## src/design/bfps_pkg.sv

```systemverilog
// bfps_pkg: shared constants, types and helper functions for the byte fifo
// with pattern search; no dependencies
`timescale 1ns / 1ps

package bfps_pkg;

  // storage geometry
  localparam int DEPTH       = 256;
  localparam int MAX_PATTERN = 16;
  localparam int PTR_W       = $clog2(DEPTH);
  localparam int FILL_W      = $clog2(DEPTH + 1);

  // field widths fixed by the interface
  localparam int OP_W       = 3;
  localparam int BYTE_W     = 8;
  localparam int PEEK_W     = 8;
  localparam int OFFSET_W   = 9;
  localparam int RANGE_W    = 9;
  localparam int LEN_W      = 5;
  localparam int PAT_BYTES  = 16;
  localparam int PAT_IDX_W  = 4;
  localparam int CFG_IDX_W  = 3;
  localparam int CFG_DATA_W = 64;

  // pattern position counter, holds 0 to MAX_PATTERN
  localparam int K_W = $clog2(MAX_PATTERN + 1);

  // width of window arithmetic, wide enough for sums up to twice the depth
  localparam int CALC_W = ((FILL_W > OFFSET_W) ? FILL_W : OFFSET_W) + 2;

  // subtract steps needed to bring rp + distance back below the depth
  localparam int WRAP_STEPS =
    (DEPTH - 1 + ((DEPTH > 255) ? DEPTH : 255)) / DEPTH;

  typedef logic [PTR_W-1:0]  ptr_t;
  typedef logic [FILL_W-1:0] fill_t;
  typedef logic [CALC_W-1:0] calc_t;
  typedef logic [K_W-1:0]    k_t;

  typedef enum logic [OP_W-1:0] {
    OP_PUSH   = 3'd0,
    OP_POP    = 3'd1,
    OP_CLEAR  = 3'd2,
    OP_SEARCH = 3'd3,
    OP_PEEK   = 3'd4
  } op_t;

  typedef enum logic [CFG_IDX_W-1:0] {
    CFG_PATTERN_LOW   = 3'd0,
    CFG_PATTERN_HIGH  = 3'd1,
    CFG_PATTERN_LEN   = 3'd2,
    CFG_SEARCH_OFFSET = 3'd3,
    CFG_SEARCH_RANGE  = 3'd4,
    CFG_IGNORE_ZERO   = 3'd5
  } cfg_idx_t;

  typedef enum logic [1:0] {
    S_IDLE,
    S_SETUP,
    S_ADDR,
    S_CMP
  } state_t;

  typedef struct packed {
    logic [PAT_BYTES*BYTE_W-1:0] pattern;
    logic [LEN_W-1:0]            pattern_len;
    logic [OFFSET_W-1:0]         search_offset;
    logic [RANGE_W-1:0]          search_range;
    logic                        ignore_zero;
  } cfg_t;

  typedef struct packed {
    logic              we;
    ptr_t              waddr;
    logic [BYTE_W-1:0] wdata;
    ptr_t              raddr;
  } mem_req_t;

  function automatic ptr_t next_ptr(input ptr_t p);
    return (p == PTR_W'(DEPTH - 1)) ? '0 : p + 1'b1;
  endfunction

  // reduce a pointer-plus-distance sum modulo the depth
  function automatic ptr_t mod_depth(input calc_t s);
    calc_t v;
    v = s;
    for (int i = 0; i < WRAP_STEPS; i++) begin
      if (v >= CALC_W'(DEPTH)) begin
        v = v - CALC_W'(DEPTH);
      end
    end
    return v[PTR_W-1:0];
  endfunction

endpackage

```

## src/design/bfps_cfg.sv

```systemverilog
// bfps_cfg: search configuration registers behind a valid/ready write channel
// depends on bfps_pkg
`timescale 1ns / 1ps

module bfps_cfg
  import bfps_pkg::*;
(
  input  logic                  clk,
  input  logic                  rst,
  input  logic                  cfg_valid,
  output logic                  cfg_ready,
  input  logic [CFG_IDX_W-1:0]  cfg_index,
  input  logic [CFG_DATA_W-1:0] cfg_data,
  output cfg_t                  cfg
);

  logic write_en;

  assign cfg_ready = 1'b1;
  assign write_en  = cfg_valid && cfg_ready;

  always_ff @(posedge clk) begin
    if (rst) begin
      cfg.pattern       <= '0;
      cfg.pattern_len   <= '0;
      cfg.search_offset <= '0;
      cfg.search_range  <= RANGE_W'(256);
      cfg.ignore_zero   <= 1'b1;
    end else if (write_en) begin
      unique case (cfg_idx_t'(cfg_index))
        CFG_PATTERN_LOW:   cfg.pattern[CFG_DATA_W-1:0] <= cfg_data;
        CFG_PATTERN_HIGH:  cfg.pattern[2*CFG_DATA_W-1:CFG_DATA_W] <= cfg_data;
        CFG_PATTERN_LEN:   cfg.pattern_len <= cfg_data[LEN_W-1:0];
        CFG_SEARCH_OFFSET: cfg.search_offset <= cfg_data[OFFSET_W-1:0];
        CFG_SEARCH_RANGE:  cfg.search_range <= cfg_data[RANGE_W-1:0];
        CFG_IGNORE_ZERO:   cfg.ignore_zero <= cfg_data[0];
        default: ;
      endcase
    end
  end

endmodule

```

## src/design/bfps_mem.sv

```systemverilog
// bfps_mem: ring byte store, one write port and one registered read port
// depends on bfps_pkg
`timescale 1ns / 1ps

module bfps_mem
  import bfps_pkg::*;
(
  input  logic              clk,
  input  mem_req_t          req,
  output logic [BYTE_W-1:0] rdata
);

  logic [BYTE_W-1:0] store [DEPTH];

  always_ff @(posedge clk) begin
    if (req.we) begin
      store[req.waddr] <= req.wdata;
    end
    rdata <= store[req.raddr];
  end

endmodule

```

## src/design/bfps_ctrl.sv

```systemverilog
// bfps_ctrl: pointers, fill count, operation decode and the search sequencer
// depends on bfps_pkg; drives bfps_mem through a mem_req_t
`timescale 1ns / 1ps

module bfps_ctrl
  import bfps_pkg::*;
(
  input  logic              clk,
  input  logic              rst,
  input  logic              start,
  output logic              busy,
  input  logic [OP_W-1:0]   operation,
  input  logic [BYTE_W-1:0] data_in,
  input  logic [PEEK_W-1:0] peek_offset,
  input  cfg_t              cfg,
  output mem_req_t          mem_req,
  input  logic [BYTE_W-1:0] mem_rdata,
  output logic              done,
  output logic              ok,
  output logic [BYTE_W-1:0] data_out,
  output logic [FILL_W-1:0] fill_level,
  output logic              is_empty
);

  state_t state, state_next;
  ptr_t   wp, wp_next, rp, rp_next;
  fill_t  fill, fill_next;
  logic   done_next;
  logic   res_ok, res_ok_next;
  logic   res_mem, res_mem_next;
  ptr_t   win_ptr, win_ptr_next;
  ptr_t   byte_ptr, byte_ptr_next;
  fill_t  pos, pos_next, pos_last, pos_last_next;
  k_t     k, k_next;

  logic                 accept;
  op_t                  op;
  k_t                   len;
  calc_t                off_x, len_x, fill_x, room, rng, need, last_a, last_b;
  logic                 fail;
  logic [BYTE_W-1:0]    pat_byte;
  logic [PAT_IDX_W-1:0] pat_idx;
  logic                 match;

  assign busy   = (state != S_IDLE);
  assign accept = start && !busy;
  assign op     = op_t'(operation);

  // pattern length saturates at the longest supported pattern
  assign len = (cfg.pattern_len > LEN_W'(MAX_PATTERN)) ? K_W'(MAX_PATTERN)
                                                       : K_W'(cfg.pattern_len);

  // window limits
  assign off_x  = CALC_W'(cfg.search_offset);
  assign len_x  = CALC_W'(len);
  assign fill_x = CALC_W'(fill);
  assign room   = CALC_W'(DEPTH) - off_x;
  assign rng    = (CALC_W'(cfg.search_range) < room) ? CALC_W'(cfg.search_range)
                                                     : room;
  assign need   = off_x + len_x;
  assign last_a = fill_x - need;
  assign last_b = rng - len_x;
  assign fail   = (off_x > CALC_W'(DEPTH)) || (rng < len_x) || (fill_x < need);

  assign pat_idx  = PAT_IDX_W'(k);
  assign pat_byte = cfg.pattern[pat_idx*BYTE_W +: BYTE_W];
  assign match    = (mem_rdata == pat_byte) || (cfg.ignore_zero && pat_byte == '0);

  always_ff @(posedge clk) begin
    if (rst) begin
      state <= S_IDLE;
    end else begin
      state <= state_next;
    end
  end

  always_comb begin
    state_next    = state;
    wp_next       = wp;
    rp_next       = rp;
    fill_next     = fill;
    done_next     = 1'b0;
    res_ok_next   = res_ok;
    res_mem_next  = res_mem;
    win_ptr_next  = win_ptr;
    byte_ptr_next = byte_ptr;
    pos_next      = pos;
    pos_last_next = pos_last;
    k_next        = k;
    mem_req.we    = 1'b0;
    mem_req.waddr = wp;
    mem_req.wdata = data_in;
    mem_req.raddr = byte_ptr;

    unique case (state)
      S_IDLE: begin
        if (op == OP_POP) begin
          mem_req.raddr = rp;
        end else begin
          mem_req.raddr = mod_depth(CALC_W'(rp) + CALC_W'(peek_offset));
        end
        if (accept) begin
          done_next    = 1'b1;
          res_ok_next  = 1'b0;
          res_mem_next = 1'b0;
          unique case (op)
            OP_PUSH: begin
              if (fill != FILL_W'(DEPTH)) begin
                mem_req.we  = 1'b1;
                wp_next     = next_ptr(wp);
                fill_next   = fill + 1'b1;
                res_ok_next = 1'b1;
              end
            end
            OP_POP: begin
              if (fill != '0) begin
                rp_next      = next_ptr(rp);
                fill_next    = fill - 1'b1;
                res_ok_next  = 1'b1;
                res_mem_next = 1'b1;
              end
            end
            OP_CLEAR: begin
              wp_next     = '0;
              rp_next     = '0;
              fill_next   = '0;
              res_ok_next = 1'b1;
            end
            OP_SEARCH: begin
              done_next  = 1'b0;
              state_next = S_SETUP;
            end
            OP_PEEK: begin
              res_ok_next  = 1'b1;
              res_mem_next = 1'b1;
            end
            default: ;
          endcase
        end
      end
      S_SETUP: begin
        res_mem_next = 1'b0;
        if (fail) begin
          done_next   = 1'b1;
          res_ok_next = 1'b0;
          state_next  = S_IDLE;
        end else if (len == '0) begin
          done_next   = 1'b1;
          res_ok_next = 1'b1;
          state_next  = S_IDLE;
        end else begin
          // offset is at most the depth here, one wrap is enough
          win_ptr_next  = mod_depth(CALC_W'(rp) + off_x);
          byte_ptr_next = mod_depth(CALC_W'(rp) + off_x);
          pos_next      = '0;
          pos_last_next = (last_a < last_b) ? last_a[FILL_W-1:0] : last_b[FILL_W-1:0];
          k_next        = '0;
          state_next    = S_ADDR;
        end
      end
      S_ADDR: begin
        mem_req.raddr = byte_ptr;
        state_next    = S_CMP;
      end
      S_CMP: begin
        if (match) begin
          if (k + 1'b1 == len) begin
            done_next   = 1'b1;
            res_ok_next = 1'b1;
            state_next  = S_IDLE;
          end else begin
            k_next        = k + 1'b1;
            byte_ptr_next = next_ptr(byte_ptr);
            state_next    = S_ADDR;
          end
        end else if (pos == pos_last) begin
          done_next   = 1'b1;
          res_ok_next = 1'b0;
          state_next  = S_IDLE;
        end else begin
          // slide the window by one byte and restart the compare
          win_ptr_next  = next_ptr(win_ptr);
          byte_ptr_next = next_ptr(win_ptr);
          pos_next      = pos + 1'b1;
          k_next        = '0;
          state_next    = S_ADDR;
        end
      end
      default: state_next = S_IDLE;
    endcase
  end

  always_ff @(posedge clk) begin
    if (rst) begin
      wp   <= '0;
      rp   <= '0;
      fill <= '0;
      done <= 1'b0;
    end else begin
      wp   <= wp_next;
      rp   <= rp_next;
      fill <= fill_next;
      done <= done_next;
    end
  end

  always_ff @(posedge clk) begin
    res_ok   <= res_ok_next;
    res_mem  <= res_mem_next;
    win_ptr  <= win_ptr_next;
    byte_ptr <= byte_ptr_next;
    pos      <= pos_next;
    pos_last <= pos_last_next;
    k        <= k_next;
  end

  // read data lands in the cycle after the pop or peek beat
  assign ok         = res_ok;
  assign data_out   = res_mem ? mem_rdata : '0;
  assign fill_level = fill;
  assign is_empty   = (fill == '0);

`ifndef ASSERT_OFF
  a_ring_consistent: assert property (@(posedge clk) disable iff (rst)
    mod_depth(CALC_W'(rp) + CALC_W'(fill)) == wp)
    else $error("read pointer plus fill does not meet write pointer");

  a_fill_bound: assert property (@(posedge clk) disable iff (rst)
    fill <= FILL_W'(DEPTH))
    else $error("fill count beyond depth");

  a_write_on_push: assert property (@(posedge clk) disable iff (rst)
    mem_req.we |-> (state == S_IDLE && start && fill != FILL_W'(DEPTH)))
    else $error("store written outside an accepted push");

  a_done_source: assert property (@(posedge clk) disable iff (rst)
    done |-> ($past(accept) || $past(state == S_SETUP) || $past(state == S_CMP)))
    else $error("result strobe without an item behind it");

  a_search_bounds: assert property (@(posedge clk) disable iff (rst)
    (state == S_CMP) |-> (k < len && pos <= pos_last))
    else $error("search counters out of window");
`endif

endmodule

```

## src/design/byte_fifo_with_pattern_search.sv

```systemverilog
// byte_fifo_with_pattern_search: top level, ring byte fifo with pattern search
// depends on bfps_pkg, bfps_cfg, bfps_mem, bfps_ctrl
`timescale 1ns / 1ps

// A circular fifo of 256 bytes that takes one operation per beat: push, pop,
// clear, peek or search. An operation is taken at a clock edge where start is
// high and busy is low; its result shows on ok, data_out, fill_level and
// is_empty for exactly one cycle, marked by done, and must be captured then:
// there is no way to hold it off. For push, pop, clear and peek the result
// comes the cycle after the beat, and busy stays low, so a new one of these
// can be issued every cycle. Search raises busy: a setup state works out the
// window, then each compared byte takes an address state and a compare state
// on the single read port of the store. The worst case is a 16-byte pattern
// that fails on its last byte at each of the 241 start positions of a full
// window. After reset the block is ready at once; the store has no clearing
// pass, so a peek of a byte never pushed returns undefined data.
// Configuration writes are always accepted and should only be issued while
// no operation is in flight.

module byte_fifo_with_pattern_search
  import bfps_pkg::*;
(
  input  logic                  clk,
  input  logic                  rst,
  // operation channel
  input  logic                  start,
  output logic                  busy,
  input  logic [OP_W-1:0]       operation,
  input  logic [BYTE_W-1:0]     data_in,
  input  logic [PEEK_W-1:0]     peek_offset,
  // result beat
  output logic                  done,
  output logic                  ok,
  output logic [BYTE_W-1:0]     data_out,
  output logic [FILL_W-1:0]     fill_level,
  output logic                  is_empty,
  // configuration write channel
  input  logic                  cfg_valid,
  output logic                  cfg_ready,
  input  logic [CFG_IDX_W-1:0]  cfg_index,
  input  logic [CFG_DATA_W-1:0] cfg_data
);

  cfg_t              cfg;
  mem_req_t          mem_req;
  logic [BYTE_W-1:0] mem_rdata;

  // pattern, window and wildcard settings
  bfps_cfg u_cfg (
    .clk       (clk),
    .rst       (rst),
    .cfg_valid (cfg_valid),
    .cfg_ready (cfg_ready),
    .cfg_index (cfg_index),
    .cfg_data  (cfg_data),
    .cfg       (cfg)
  );

  // byte store, read data registered
  bfps_mem u_mem (
    .clk   (clk),
    .req   (mem_req),
    .rdata (mem_rdata)
  );

  // pointers, fill and the search walk
  bfps_ctrl u_ctrl (
    .clk         (clk),
    .rst         (rst),
    .start       (start),
    .busy        (busy),
    .operation   (operation),
    .data_in     (data_in),
    .peek_offset (peek_offset),
    .cfg         (cfg),
    .mem_req     (mem_req),
    .mem_rdata   (mem_rdata),
    .done        (done),
    .ok          (ok),
    .data_out    (data_out),
    .fill_level  (fill_level),
    .is_empty    (is_empty)
  );

endmodule

```

## config.mk

```make
export PLATFORM = sky130hd
export DESIGN_NAME = byte_fifo_with_pattern_search
export DESIGN_NICKNAME = d
export VERILOG_FILES = /design/src/design/bfps_pkg.sv /design/src/design/bfps_cfg.sv /design/src/design/bfps_mem.sv /design/src/design/bfps_ctrl.sv /design/src/design/byte_fifo_with_pattern_search.sv
export SDC_FILE = /design/constraint.sdc
export NUM_CORES = 2
export LEC_CHECK = 0
export ABC_AREA = 1
export BUFFER_PORTS_ARGS = -buffer_cell sky130_fd_sc_hd__buf_2
export CELL_PAD_IN_SITES_DETAIL_PLACEMENT = 1
export CELL_PAD_IN_SITES_GLOBAL_PLACEMENT = 1
export CORE_MARGIN = 2
export CORE_UTILIZATION = 47
export DETAILED_ROUTE_END_ITERATION = 8
export PLACE_DENSITY = 0.82
export SYNTH_ARGS = -nofsm -noshare
export SYNTH_HDL_FRONTEND = slang
export SYNTH_SLANG_ARGS = --single-unit
export TNS_END_PERCENT = 20
```

## constraint.sdc

```tcl
create_clock -name clk -period 12.3 [get_ports clk]
set_input_delay 0.615 -clock clk [delete_from_list [all_inputs] [get_ports clk]]
set_output_delay 0.615 -clock clk [all_outputs]
set_load 0.02 [all_outputs]
```

==> impl_metrics.json <==
{
  "maxCapViolations": 0,
  "cts_buffer_depth": 3,
  "dieArea_um2": 217000,
  "main_combinational_cell_family_by_area_after_synthesis": "simple AND/OR/NAND/NOR gates",
  "synth-async-reset-ratio": 0,
  "area_inside_the_core_boundary_um2": 212000,
  "worst_ir_drop_vdd_uv": 140,
  "synth_simple_gate_area_share": 0.204,
  "hold_violations": 0,
  "synth.yosys.seq_area_share": 0.662,
  "postSynthAreaPerCell_um2": 10.2,
  "critPathRequiredTime_ns": 13.13,
  "core.rowCount": 169,
  "grt_overflow": 0,
  "ant_nets": 0,
  "dieHeight_um": 466,
  "final_layout_size_suffix_gt1_frac": 0.0591,
  "io-pin-count": 112,
  "final.setup.tns_ns": 0,
  "mostFrequentLayoutCells": "nand2_1 (2645), edfxtp_1 (2089), nand3_1 (1507)",
  "fin_total_pwr_uw": 17900,
  "layout.nets": 9914,
  "timing.hold.worst.class": "input port to register",
  "cp_slowest_stage_delay_ns": 0.88,
  "leakagePower_uw": 0.0435,
  "via_count": 75117,
  "number_of_global_route_vias_before_repair": 79430,
  "worstPathCellList": "ha_1 -> fa_1 -> inv_1 -> nand2_1 -> o21ai_1 -> nand2_1 -> nand2_8 -> buf_12 -> buf_4 -> buf_4 -> nand3_1 -> nand3_1 -> nand3_1 -> nand3_1 -> nand3_1 -> nand3_1 -> nand3_1 -> nand2_1",
  "setup-violations-final": 0,
  "layout.cells.most_common": "nand2_1",
  "worstSetupPathType": "register to register",
  "drc": 0,
  "yosys_most_used_dff": "edfxtp_1",
  "synthesis_stage_register_bit_count": 2277,
  "post_synth_num_cell_types": 55,
  "detail_route.wl_per_cell_um": 25.7,
  "status": "complete, no violations",
  "pin_slew_with_the_least_headroom_to_its_limit_ns": 1.35,
  "grt_max_degree": 241,
  "crit_top_cell": "nand3_1",
  "postCtsResizedCells": 0,
  "critical-path-slowest-cell": "buf_4",
  "clock-sinks": 2277,
  "final_min_period_over_clock_period": 0.520,
  "timing.clock.skew_ns": 0.0613,
  "synth_cells": 9841,
  "worst-endpoint-arrival_ns": 7.23,
  "synth-compound-area-share": 0.0467,
  "clockRootBuffer": "clkbuf_16",
  "cell_area_synth_um2": 100000,
  "power_density_nw_per_um2": 162,
  "slew_headroom": 0.0946,
  "initial_core_util": 0.473,
  "layout_setup_ws_ns": 5.90,
  "die_x_um": 466,
  "cp-end-kind": "register",
  "post_drt_via_cell_ratio": 5.88,
  "muxShareOfSynthArea": 0,
  "post_synth_xor_area_fraction": 0.00454,
  "achievable-frequency_ghz": 0.156,
  "place.port_buffers": 110,
  "cts_tree": "yes",
  "global_route.usage.total": 0.298,
  "worst-path-max-fanout": 151,
  "placement.setup.worst_slack_ns": 5.95,
  "tritoncts.num_buffers": 229,
  "gp_congestion": 0.908,
  "number_of_antenna_violations_at_the_first_check_in_global_routing": 13,
  "rsz0062_at_grt": "false",
  "detailedRoute.firstPassIterationCount": 6,
  "areaGrowthSynthToFinish_pct": 9.72,
  "final_hpwl_from_detailed_placement_mm": 195,
  "drt-initial-drc-count": 8643,
  "synth-edff-count": 2089,
  "yosys_warnings": 0,
  "path_clk_slew_ns": 0.06,
  "synth_adder_area_share": 0.00954,
  "worstSkewPairLatency_ns": 0.91,
  "finalCriticalPeriod_ns": 6.40,
  "crit_path_start_kind": "register",
  "postRouteWirelength_mm": 328,
  "postSynthNetCount": 10004,
  "grt_pass1_wl_mm": 492,
  "timing_max_transition_violations_final": 0,
  "htree_levels": 4
}
==> Yosys cell counts (3+ instances only) <==
master,n,area share
a21oi_1,140,0.0070
buf_1,16,0.00060
nor3b_1,3,0.00022
edfxtp_1,2089,0.62
buf_6,15,0.0017
nand4_1,6,0.00037
o31ai_1,3,0.00022
nand3_2,3,0.00030
or2_1,7,0.00044
o21ai_0,327,0.016
ha_1,67,0.0083
o21bai_1,3,0.00022
o21ai_1,11,0.00055
nor4_1,3,0.00019
a21o_1,9,0.00067
nor3_1,22,0.0011
nand2_1,2653,0.099
nand3_1,1515,0.076
inv_2,11,0.00041
nor2_2,5,0.00031
xnor2_1,18,0.0016
or2_2,3,0.00019
buf_2,382,0.019
nor2_1,629,0.024
xor2_1,34,0.0030
nand2_2,8,0.00050
buf_4,25,0.0019
nand3b_1,10,0.00075
clkbuf_1,118,0.0044
a211oi_1,7,0.00052
fa_1,6,0.0012
o211ai_1,258,0.019
a22oi_1,6,0.00045
a31oi_1,8,0.00050
nor3_2,3,0.00030
inv_1,1209,0.045
dfxtp_1,188,0.037
==> registers in the layout, summed over array words and instances (netlist names) <==
| name | count |
|---|---|
| u_ctrl.win_ptr | 8 |
| u_mem.rdata | 8 |
| u_cfg.cfg | 152 |
| u_mem.store | 2048 |
| u_ctrl.ok | 1 |
| u_ctrl.state | 2 |
| u_ctrl.pos_last | 9 |
| u_ctrl.pos | 9 |
| u_ctrl.res_mem | 1 |
| u_ctrl.fill_level | 9 |
| u_ctrl.byte_ptr | 8 |
| u_ctrl.k | 5 |
| u_ctrl.done | 1 |
| u_ctrl.wp | 8 |
| u_ctrl.rp | 8 |
==> final timing paths <==
path | startpoint | endpoint | slack [ns] | depth (start not counted)
setup / recovery | u_ctrl.rp[0] | u_mem.rdata[5] | 5.90 | 18
hold / removal | cfg_data[51] | u_cfg.cfg[75] | 0.04 | 3
setup reg to reg | u_ctrl.rp[0] | u_mem.rdata[5] | 5.90 | 18
hold reg to reg | u_cfg.cfg[66] | u_cfg.cfg[66] | 0.46 | 2
==> metrics by stage <==
| stage | hold slack [ns] | utilization | instance area [µm²] | instances |
|---|---|---|---|---|
| after detailed placement | 0.448 | 0.484 | 103000 | 12304 |
| final | 0.0428 | 0.519 | 110000 | 12773 |
| after floorplan | 0.429 | - | 100000 | 9841 |
| after global placement | 0.439 | 0.484 | 103000 | 12304 |
| after global routing | 0.0402 | 0.519 | 110000 | 12769 |
| after CTS | 0.00000205 | 0.519 | 110000 | 12766 |
==> cell type report <==
class | instances | area, µm²
diodes | 7 | 17.5
flip-flops and latches | 2277 | 66500
fillers | 23072 | 102000
clock inverters | 141 | 1110
multi-input cells | 5784 | 26700
clock buffers | 284 | 5980
well taps | 2821 | 3530
inverters | 1223 | 4610
repair buffers | 236 | 1740
==> repair_timing <==
item / CTS / global route
setup buffers: 0 / 0
endpoints found under the hold margin: 51 / 0
hold buffers: 37 / 0
==> routing by layer <==
layer  share of wire  vias to the layer above  global-route usage
met2            0.48                     3652               0.500
met4           0.059                       10               0.162
li1                -                    32773                   -
met1            0.37                    37766               0.364
met5         0.00027                        -             0.00132
met3           0.082                      916              0.0536
==> power by group <==
group          switching, µW  internal (µW)  total [µW]
Clock                   3090           3660        6760
Sequential              60.4           8480        8540
Combinational           1930            630        2560
Total                   5090          12800       17900
==> critical path, delay by kind of cell, from the launching register on <==
family / cells / cell delay [ns]
buf+inv: 4 / 2.15
flops: 1 / 0.45
compound gates: 1 / 0.09
simple gates: 11 / 2.47
fa+ha+maj: 2 / 0.69
==> cell families after synthesis <==
group	after synthesis
xor gates and xnor gates	52
AOI/OAI and AO/OA	781
other	1
adders and majority gates	73
buffers and inverters	1780
and+or+nand+nor	4877
DFF	2277
Power figures use the tool's default switching activity.
